## config.mk

```make
export PLATFORM = sky130hd
export DESIGN_NAME = rc4_useq
export DESIGN_NICKNAME = d
export VERILOG_FILES = /design/src/rtl/core/rc4_pkg.sv /design/src/rtl/core/rc4_useq.sv
export SDC_FILE = /design/constraint.sdc
export NUM_CORES = 1
export LEC_CHECK = 0
export ABC_CLOCK_PERIOD_IN_PS = 1600
export BUFFER_PORTS_ARGS = -buffer_cell sky130_fd_sc_hd__buf_2
export CAP_MARGIN = 20
export CORE_MARGIN = 5
export CORE_UTILIZATION = 42
export DETAILED_ROUTE_END_ITERATION = 8
export PLACE_DENSITY = 0.85
export SLEW_MARGIN = 5
export SYNTH_ARGS = -nofsm -noshare
export SYNTH_HDL_FRONTEND = slang
export SYNTH_SLANG_ARGS = --single-unit
```

## constraint.sdc

```tcl
create_clock -name clk -period 1.6 [get_ports clk]
set_input_delay 0 -clock clk [delete_from_list [all_inputs] [get_ports clk]]
set_output_delay 0 -clock clk [all_outputs]
set_load 0.01 [all_outputs]
```

## src/rtl/core/rc4_pkg.sv

```systemverilog
package rc4_pkg;

  // Fixed sizes of the cipher.
  localparam int BW          = 8;
  localparam int PERM_DEPTH  = 256;
  localparam int PERM_AW     = 8;
  localparam int KEY_DEPTH_DEF = 256;
  localparam int PC_W        = 4;

  // Read address selects for the permutation memory.
  localparam logic [1:0] RA_I     = 2'd0;
  localparam logic [1:0] RA_I_INC = 2'd1;
  localparam logic [1:0] RA_J_SUM = 2'd2;
  localparam logic [1:0] RA_T     = 2'd3;

  // Write selects: entry i gets the read data, or entry j gets the held value a.
  localparam logic WS_I = 1'b0;
  localparam logic WS_J = 1'b1;

  // Index register operations.
  localparam logic [1:0] IX_HOLD = 2'd0;
  localparam logic [1:0] IX_STEP = 2'd1;
  localparam logic [1:0] IX_CLR  = 2'd2;

  // Sequencer operations.
  localparam logic [2:0] SQ_NEXT = 3'd0;
  localparam logic [2:0] SQ_JMP  = 3'd1;
  localparam logic [2:0] SQ_IDLE = 3'd2;
  localparam logic [2:0] SQ_BR   = 3'd3;
  localparam logic [2:0] SQ_WAIT = 3'd4;

  // Branch conditions.
  localparam logic [1:0] C_NONE     = 2'd0;
  localparam logic [1:0] C_NOTLAST  = 2'd1;
  localparam logic [1:0] C_MORE     = 2'd2;
  localparam logic [1:0] C_OUT_BUSY = 2'd3;

  // Program addresses.
  localparam logic [PC_W-1:0] PC_IDLE = 4'd0;
  localparam logic [PC_W-1:0] PC_G0   = 4'd1;
  localparam logic [PC_W-1:0] PC_G1   = 4'd2;
  localparam logic [PC_W-1:0] PC_G2   = 4'd3;
  localparam logic [PC_W-1:0] PC_G3   = 4'd4;
  localparam logic [PC_W-1:0] PC_KS   = 4'd5;
  localparam logic [PC_W-1:0] PC_K0   = 4'd6;
  localparam logic [PC_W-1:0] PC_K1   = 4'd7;
  localparam logic [PC_W-1:0] PC_K2   = 4'd8;
  localparam logic [PC_W-1:0] PC_K3   = 4'd9;
  localparam logic [PC_W-1:0] PC_K4   = 4'd10;
  localparam logic [PC_W-1:0] PC_KE   = 4'd11;

  // One control word of the program.
  typedef struct packed {
    logic            rd_en;
    logic [1:0]      rd_sel;
    logic            wr_en;
    logic            wr_sel;
    logic [1:0]      i_op;
    logic [1:0]      j_op;
    logic            key_add;
    logic            a_ld;
    logic            b_ld;
    logic [1:0]      k_op;
    logic            vclr;
    logic            kst;
    logic            kcnt_clr;
    logic            emit;
    logic [2:0]      sq;
    logic [1:0]      cond;
    logic [PC_W-1:0] target;
  } ctl_t;

  // Datapath status seen by the sequencer.
  typedef struct packed {
    logic last;
    logic more;
    logic out_busy;
  } dp_stat_t;

  // Microcode store.
  function automatic ctl_t ucode_rom(input logic [PC_W-1:0] pc);
    ctl_t c;
    c = '0;
    case (pc)
      PC_IDLE: begin
        c.sq = SQ_IDLE;
      end
      // Generator: i advances and S[i] is read.
      PC_G0: begin
        c.rd_en  = 1'b1;
        c.rd_sel = RA_I_INC;
        c.i_op   = IX_STEP;
      end
      // Generator: j += S[i], then S[j] is read.
      PC_G1: begin
        c.rd_en  = 1'b1;
        c.rd_sel = RA_J_SUM;
        c.j_op   = IX_STEP;
        c.a_ld   = 1'b1;
      end
      // Generator: S[i] takes S[j] and the keystream entry is read.
      PC_G2: begin
        c.rd_en  = 1'b1;
        c.rd_sel = RA_T;
        c.wr_en  = 1'b1;
        c.wr_sel = WS_I;
        c.b_ld   = 1'b1;
      end
      // Generator: S[j] takes old S[i]; the result leaves once the slot is free.
      PC_G3: begin
        c.wr_en  = 1'b1;
        c.wr_sel = WS_J;
        c.emit   = 1'b1;
        c.sq     = SQ_WAIT;
        c.cond   = C_OUT_BUSY;
        c.target = PC_IDLE;
      end
      // Key byte store; a last byte falls through into the schedule.
      PC_KS: begin
        c.kst    = 1'b1;
        c.sq     = SQ_BR;
        c.cond   = C_NOTLAST;
        c.target = PC_IDLE;
      end
      // Schedule start: identity permutation, indices cleared.
      PC_K0: begin
        c.vclr = 1'b1;
        c.i_op = IX_CLR;
        c.j_op = IX_CLR;
        c.k_op = IX_CLR;
      end
      PC_K1: begin
        c.rd_en  = 1'b1;
        c.rd_sel = RA_I;
      end
      PC_K2: begin
        c.rd_en   = 1'b1;
        c.rd_sel  = RA_J_SUM;
        c.j_op    = IX_STEP;
        c.key_add = 1'b1;
        c.a_ld    = 1'b1;
      end
      PC_K3: begin
        c.wr_en  = 1'b1;
        c.wr_sel = WS_I;
      end
      PC_K4: begin
        c.wr_en  = 1'b1;
        c.wr_sel = WS_J;
        c.i_op   = IX_STEP;
        c.k_op   = IX_STEP;
        c.sq     = SQ_BR;
        c.cond   = C_MORE;
        c.target = PC_K1;
      end
      PC_KE: begin
        c.i_op     = IX_CLR;
        c.j_op     = IX_CLR;
        c.kcnt_clr = 1'b1;
        c.sq       = SQ_JMP;
        c.target   = PC_IDLE;
      end
      default: begin
        c.sq     = SQ_JMP;
        c.target = PC_IDLE;
      end
    endcase
    return c;
  endfunction

endpackage

```

## src/rtl/core/rc4_useq.sv

```systemverilog
module rc4_useq (
  input  logic              clk,
  input  logic              rst_n,
  input  logic              in_valid,
  input  logic              in_is_data,
  input  rc4_pkg::dp_stat_t stat,
  output rc4_pkg::ctl_t     ctl,
  output logic              in_ready
);

  logic [rc4_pkg::PC_W-1:0] pc_r;
  logic [rc4_pkg::PC_W-1:0] pc_nxt;
  logic                     cond_hit;

  // Fetch the control word of the current step.
  assign ctl      = rc4_pkg::ucode_rom(pc_r);
  assign in_ready = (ctl.sq == rc4_pkg::SQ_IDLE);

  // Condition select.
  always_comb begin
    case (ctl.cond)
      rc4_pkg::C_NOTLAST:  cond_hit = !stat.last;
      rc4_pkg::C_MORE:     cond_hit = stat.more;
      rc4_pkg::C_OUT_BUSY: cond_hit = stat.out_busy;
      default:             cond_hit = 1'b0;
    endcase
  end

  // Next step.
  always_comb begin
    case (ctl.sq)
      rc4_pkg::SQ_NEXT: pc_nxt = pc_r + 1'b1;
      rc4_pkg::SQ_JMP:  pc_nxt = ctl.target;
      rc4_pkg::SQ_IDLE: begin
        if (in_valid) begin
          pc_nxt = in_is_data ? rc4_pkg::PC_G0 : rc4_pkg::PC_KS;
        end else begin
          pc_nxt = pc_r;
        end
      end
      rc4_pkg::SQ_BR:   pc_nxt = cond_hit ? ctl.target : pc_r + 1'b1;
      rc4_pkg::SQ_WAIT: pc_nxt = cond_hit ? pc_r : ctl.target;
      default:          pc_nxt = rc4_pkg::PC_IDLE;
    endcase
  end

  always_ff @(posedge clk) begin
    if (!rst_n) begin
      pc_r <= rc4_pkg::PC_IDLE;
    end else begin
      pc_r <= pc_nxt;
    end
  end

endmodule

```

==> results of run 1 <==
-- power by group --
group / internal, uW / total, uW / switching (uW)
clock network: 84.8 / 138 / 53.6
logic: 257 / 524 / 267
registers: 109 / 126 / 16.8
-- synthesized netlist by cell type, drive strengths merged, types with 2 or more instances --
cell / n
inv: 8
mux2i: 2
dfxtp: 4
xor2: 2
a221oi: 2
buf: 11
or2: 3
nand3b: 2
o21ai: 11
a21oi: 5
nor2: 9
nor3: 3
nand2: 11
o22ai: 4
nand3: 2
ha: 4
and2: 8
a211oi: 2
o21bai: 2
and2b: 2
nand2b: 2
-- metal layers --
metal / part of all wire, % / routed length (um) / GRT usage, %
met4: 0.28 / 7 / 3.83
met2: 53 / 1300 / 32.0
met5: 0 / 0 / 0
met1: 41 / 1010 / 19.3
met3: 5.8 / 142 / 2.82
-- path summary, 6_finish.rpt --
check	from	to	depth (start not counted)
setup / recovery	pc_r[1]	ctl[19]	6
hold / removal	rst_n	pc_r[1]	3
setup reg to reg	pc_r[0]	pc_r[2]	8
hold reg to reg	pc_r[3]	pc_r[3]	2
-- layout make-up --
| cell class | count | area, um2 | share of cell area, % |
|---|---|---|---|
| sequential | 4 | 91.3 | 7.52 |
| multi-input combinational | 86 | 674 | 55.5 |
| tap | 25 | 31.3 | 2.57 |
| clock buffer | 3 | 22.5 | 1.85 |
| inverter | 8 | 40.0 | 3.30 |
| timing repair buffer | 53 | 355 | 29.2 |
-- stage by stage --
stage / std cells / util (%) / worst slack [ps]
floorplan: 110 / - / 45.8
global placement: 171 / 57.7 / -7.75
detailed placement: 171 / 57.7 / -58.6
CTS: 176 / 63.9 / 3.49
global route: 179 / 69.6 / -69.0
finish: 179 / 69.6 / 47.9
-- worst min-delay path, stage by stage --
cell and delay [ps]:
buf_2 110, nand2_1 50, a31oi_1 40
-- logic make-up (layout without fill, tap and decap cells) --
logic type,after synthesis,in the layout,synth area share [%]
AND/OR/NAND/NOR,46,46,35.4
AO/OA/AOI/OAI,31,31,27.4
buffers and inverters,20,64,15.4
adder cells (fa/ha/maj),4,4,6.37
flip-flops,4,4,10.2
XOR/XNOR,2,2,2.23
multiplexers,2,2,2.55
other,1,1,0.477
-- what timing repair did --
| item | 4_1_cts | 5_1_grt |
|---|---|---|
| gates resized for setup | 19 | 13 |
| setup buffers | 2 | 3 |
| setup endpoints to repair | 9 | 8 |
| pin swaps | 2 | 5 |
| hold buffers | 0 | 0 |
==> flow_summary.yaml, run 1 <==
global_routing:
  grt_usage_pct: 16.9
  first_global_vias: 834
  antenna_found_initial: 0
  grt_pass1_wl_mm: 3.59
  overflow: 0
  grt_max_degree: 11
critical_path:
  crit_buf_inv: 3
  path_cells: "buf_4, ha_4, buf_6, and2_4, or2_2, buf_6"
  crit_required_ps: 1600
  r2r_slack_ps: 70
  cpPeakStageDelay_ps: 360
  arrival_ps: 1550
  crit_type: "register to output pin"
  path_delay_family: "simple AND/OR/NAND/NOR gates"
  cp-start-kind: "register"
  slowest_stage: "dfxtp_4"
  cpMostUsedCell: "buf_6"
  end_kind: "output pin"
  critPathMaxFanout: 6
floorplan:
  io-pin-count: 35
  die_h_um: 53.3
  dieArea_um2: 2840
  die_w_um: 53.3
  core_um2: 1750
  initial_utilization_pct: 45.0
  rows: 15
synth:
  synth_cells: 110
  synth_top_area_share_pct: 10.2
  synth_cell_types: 46
  synth-seq-cells: 4
  avgSynthCellArea_um2: 7.14
  synth.area.top_cells: "dfxtp_1, buf_4, and2_1"
  syn_area_um2: 786
  synth_top_area_cell: "dfxtp_1"
  synthFlopType: "dfxtp_1"
  synth_edf_count: 0
  syn_nets: 121
  ys_seq_area_share_pct: 10.2
  async_flop_share_pct: 0
  synth_warnings: 0
routing:
  vias: 943
  drtAntennaViolNets: 0
  vias_per_cell: 5.27
  drt_iter0_markers: 18
  first_pass_iters: 4
  drc: 0
  wl_per_cell_um: 13.7
  routed_wl_mm: 2.46
layout:
  final_area_um2: 1210
  antennaDiodeCount: 0
  syn_to_final_growth_pct: 54.6
  largest_register_ff_count: 4
  drive_gt1_share_pct: 56.5
  n_fill_cell: 141
  mostFrequentLayoutCell: "buf_2"
  reg_top3: "pc_r: 4 flops"
  fin_nets: 167
  final_cell_mix: "buf_2, buf_4, nand2_1"
  regMostFlops: "pc_r"
power:
  leakagePower_uw: 0.000625
  peakVddDrop_mv: 0.539
  total_power_uw: 788
  powerDensity_nw_per_um2: 649
timing:
  rsz0062_at_grt: "true"
  worst_clock_skew_ps: 13.8
  setup-violations-final: 0
  slew_violations: 0
  fin_tns_setup_ps: 0
  max_freq_ghz: 0.644
  finalHoldViolations: 0
  whs_ps: 19.4
  finalCritPeriodShare_pct: 97.0
  fin_crit_ps: 1550
clock_tree:
  cts_made_buffers: 3
  path_clk_slew_ps: 40
  clockRootBuffer: "clkbuf_4"
  clk_latency_ps: 250
  cts.sinks: 4
  cts_max_path_buffers: 2
  h-tree-depth: 1
  cts_tree: "built"
placement:
  postPlaceCellArea_um2: 1010
  hpwl_mm: 1.82
  finalWeightedCongestion: 0.925
  io_buffer_count: 33
worst_hold_path:
  hold_class: "primary input to register"
status:
  status: "complete, no violations"
flow_run:
  drv_cap: 0
Note: power is estimated with default switching activity, not from simulation.
==> run 2: changes to the inputs <==
--- a/config.mk
+++ b/config.mk
@@ -8,10 +8,13 @@
 export ABC_CLOCK_PERIOD_IN_PS = 1600
 export BUFFER_PORTS_ARGS = -buffer_cell sky130_fd_sc_hd__buf_2
 export CAP_MARGIN = 20
+export CELL_PAD_IN_SITES_DETAIL_PLACEMENT = 1
+export CELL_PAD_IN_SITES_GLOBAL_PLACEMENT = 1
 export CORE_MARGIN = 5
-export CORE_UTILIZATION = 42
+export CORE_UTILIZATION = 29
 export DETAILED_ROUTE_END_ITERATION = 8
-export PLACE_DENSITY = 0.85
+export MAX_ROUTING_LAYER = met4
+export PLACE_DENSITY = 0.86
 export SLEW_MARGIN = 5
 export SYNTH_ARGS = -nofsm -noshare
 export SYNTH_HDL_FRONTEND = slang
==> run 2 against run 1 <==
- the run now ends with setup timing left
- via count grew 4.7%
- die area grew 36%
- worst setup slack lost 51 ps
- non-clock buffer count grew 6
- first-iteration DRC count shrank 17%
- critical path type unchanged
- largest cell class unchanged
- largest power group unchanged
- highest routed layer unchanged
==> flow_summary.yaml, run 2 (synthesis results as in run 1) <==
critical_path:
  slowest_stage: "dfxtp_4"
  end_kind: "output pin"
  critPathMaxFanout: 6
  r2r_slack_ps: 20
  path_cells: "buf_4, ha_4, buf_6, and2_1, or2_2, buf_6"
  cp-start-kind: "register"
  cpPeakStageDelay_ps: 360
  path_delay_family: "simple AND/OR/NAND/NOR gates"
  arrival_ps: 1600
  crit_required_ps: 1600
  crit_buf_inv: 3
  crit_type: "register to output pin"
  cpMostUsedCell: "buf_6"
floorplan:
  rows: 18
  io-pin-count: 35
  dieArea_um2: 3850
  die_h_um: 62.1
  initial_utilization_pct: 30.9
  die_w_um: 62.1
  core_um2: 2540
placement:
  hpwl_mm: 2.24
  postPlaceCellArea_um2: 1030
  io_buffer_count: 33
  finalWeightedCongestion: 0.853
  post-place-cells: 178
  place_ws_ps: -203
clock_tree:
  cts.sinks: 4
  h-tree-depth: 1
  cts_tree: "built"
  hold_buffers: 0
  cts_made_buffers: 3
  cts_max_path_buffers: 2
  clk_latency_ps: 250
  clockRootBuffer: "clkbuf_4"
  path_clk_slew_ps: 50
worst_hold_path:
  hold_class: "primary input to register"
routing:
  drtAntennaViolNets: 0
  routed_wl_mm: 3.18
  drc: 0
  wl_per_cell_um: 16.7
  vias: 987
  first_pass_iters: 4
  drt_iter0_markers: 15
  vias_per_cell: 5.19
layout:
  drive_gt1_share_pct: 61.3
  regMostFlops: "pc_r"
  reg_top3: "pc_r: 4 flops"
  mostFrequentLayoutCell: "buf_2"
  final_area_um2: 1290
  fin_nets: 173
  antennaDiodeCount: 0
  syn_to_final_growth_pct: 64.5
  post_layout_nonfiller_instances: 190
  largest_register_ff_count: 4
  final_cell_mix: "buf_2, buf_4, nand2_1"
timing:
  rsz0062_at_grt: "true"
  fin_ws_ps: -3.00
  worst_clock_skew_ps: 11.4
  finalHoldViolations: 0
  setup-violations-final: 2
  fin_tns_setup_ps: -5.31
  max_freq_ghz: 0.624
  finalCritPeriodShare_pct: 100
  slew_violations: 0
  fin_crit_ps: 1600
flow_run:
  drv_cap: 0
global_routing:
  grt_max_degree: 11
  antenna_found_initial: 0
  grt_usage_pct: 17.4
  grt_pass1_wl_mm: 4.87
  first_global_vias: 1019
  overflow: 0
power:
  peakVddDrop_mv: 0.371
  powerDensity_nw_per_um2: 657
  total_power_uw: 849
  leakagePower_uw: 0.000661
status:
  status: "finished, violations left"
  violations: "setup timing"
[run 2: metal layers]
metal  GRT usage (%)  vias to the layer above  part of all wire (%)  wire, um
li1                -                      474                     -         -
met1            18.1                      467                    38      1200
met2            33.4                       35                    54      1710
met3            2.69                       11                   5.6       179
met4            4.55                        0                   2.5        80
met5               -                        -                     0         0
[run 2: repair_timing]
item / CTS / global route
resized for setup: 26 / 15
hold endpoints to repair: 0 / 0
endpoints found under the setup margin: 11 / 9
gates cloned: 0 / 0
buffers inserted: 6 / 5
pin swaps: 4 / 4
[run 2: path summary, 6_finish.rpt]
| path | from | to | depth (start not counted) |
|---|---|---|---|
| min | rst_n | pc_r[1] | 3 |
| min reg2reg | pc_r[3] | pc_r[1] | 3 |
| max | pc_r[0] | ctl[21] | 6 |
| max reg2reg | pc_r[0] | pc_r[1] | 7 |
[run 2: worst register-to-register path: stages (launching register included)]
cell,delay [ps]
dfxtp_4,370
buf_6,110
ha_4,190
and3b_1,230
o211ai_1,260
nand3b_1,150
nand2_1,100
a31oi_1,50
[run 2: through the flow]
stage,utilization [%],hold slack [ps]
after global placement,40.4,258
after detailed placement,40.4,266
after CTS,46.8,6.66
after floorplan,-,116
final,50.8,13.2
after global routing,50.8,36.7
[run 2: area by class of cell]
type                            count  area, um2
Timing Repair Buffer               59        404
Fill cell                         314       1250
Inverter                            8       37.5
Sequential cell                     4       92.6
Tap cell                           30       37.5
Multi-Input combinational cell     86        698
Clock buffer                        3       22.5
[run 2: power by group]
group | total (uW) | leakage [uW] | switching, uW | internal (uW)
clock | 138 | 0.0000138 | 53.5 | 84.7
combinational | 584 | 0.000612 | 301 | 283
sequential | 127 | 0.0000352 | 17.5 | 110
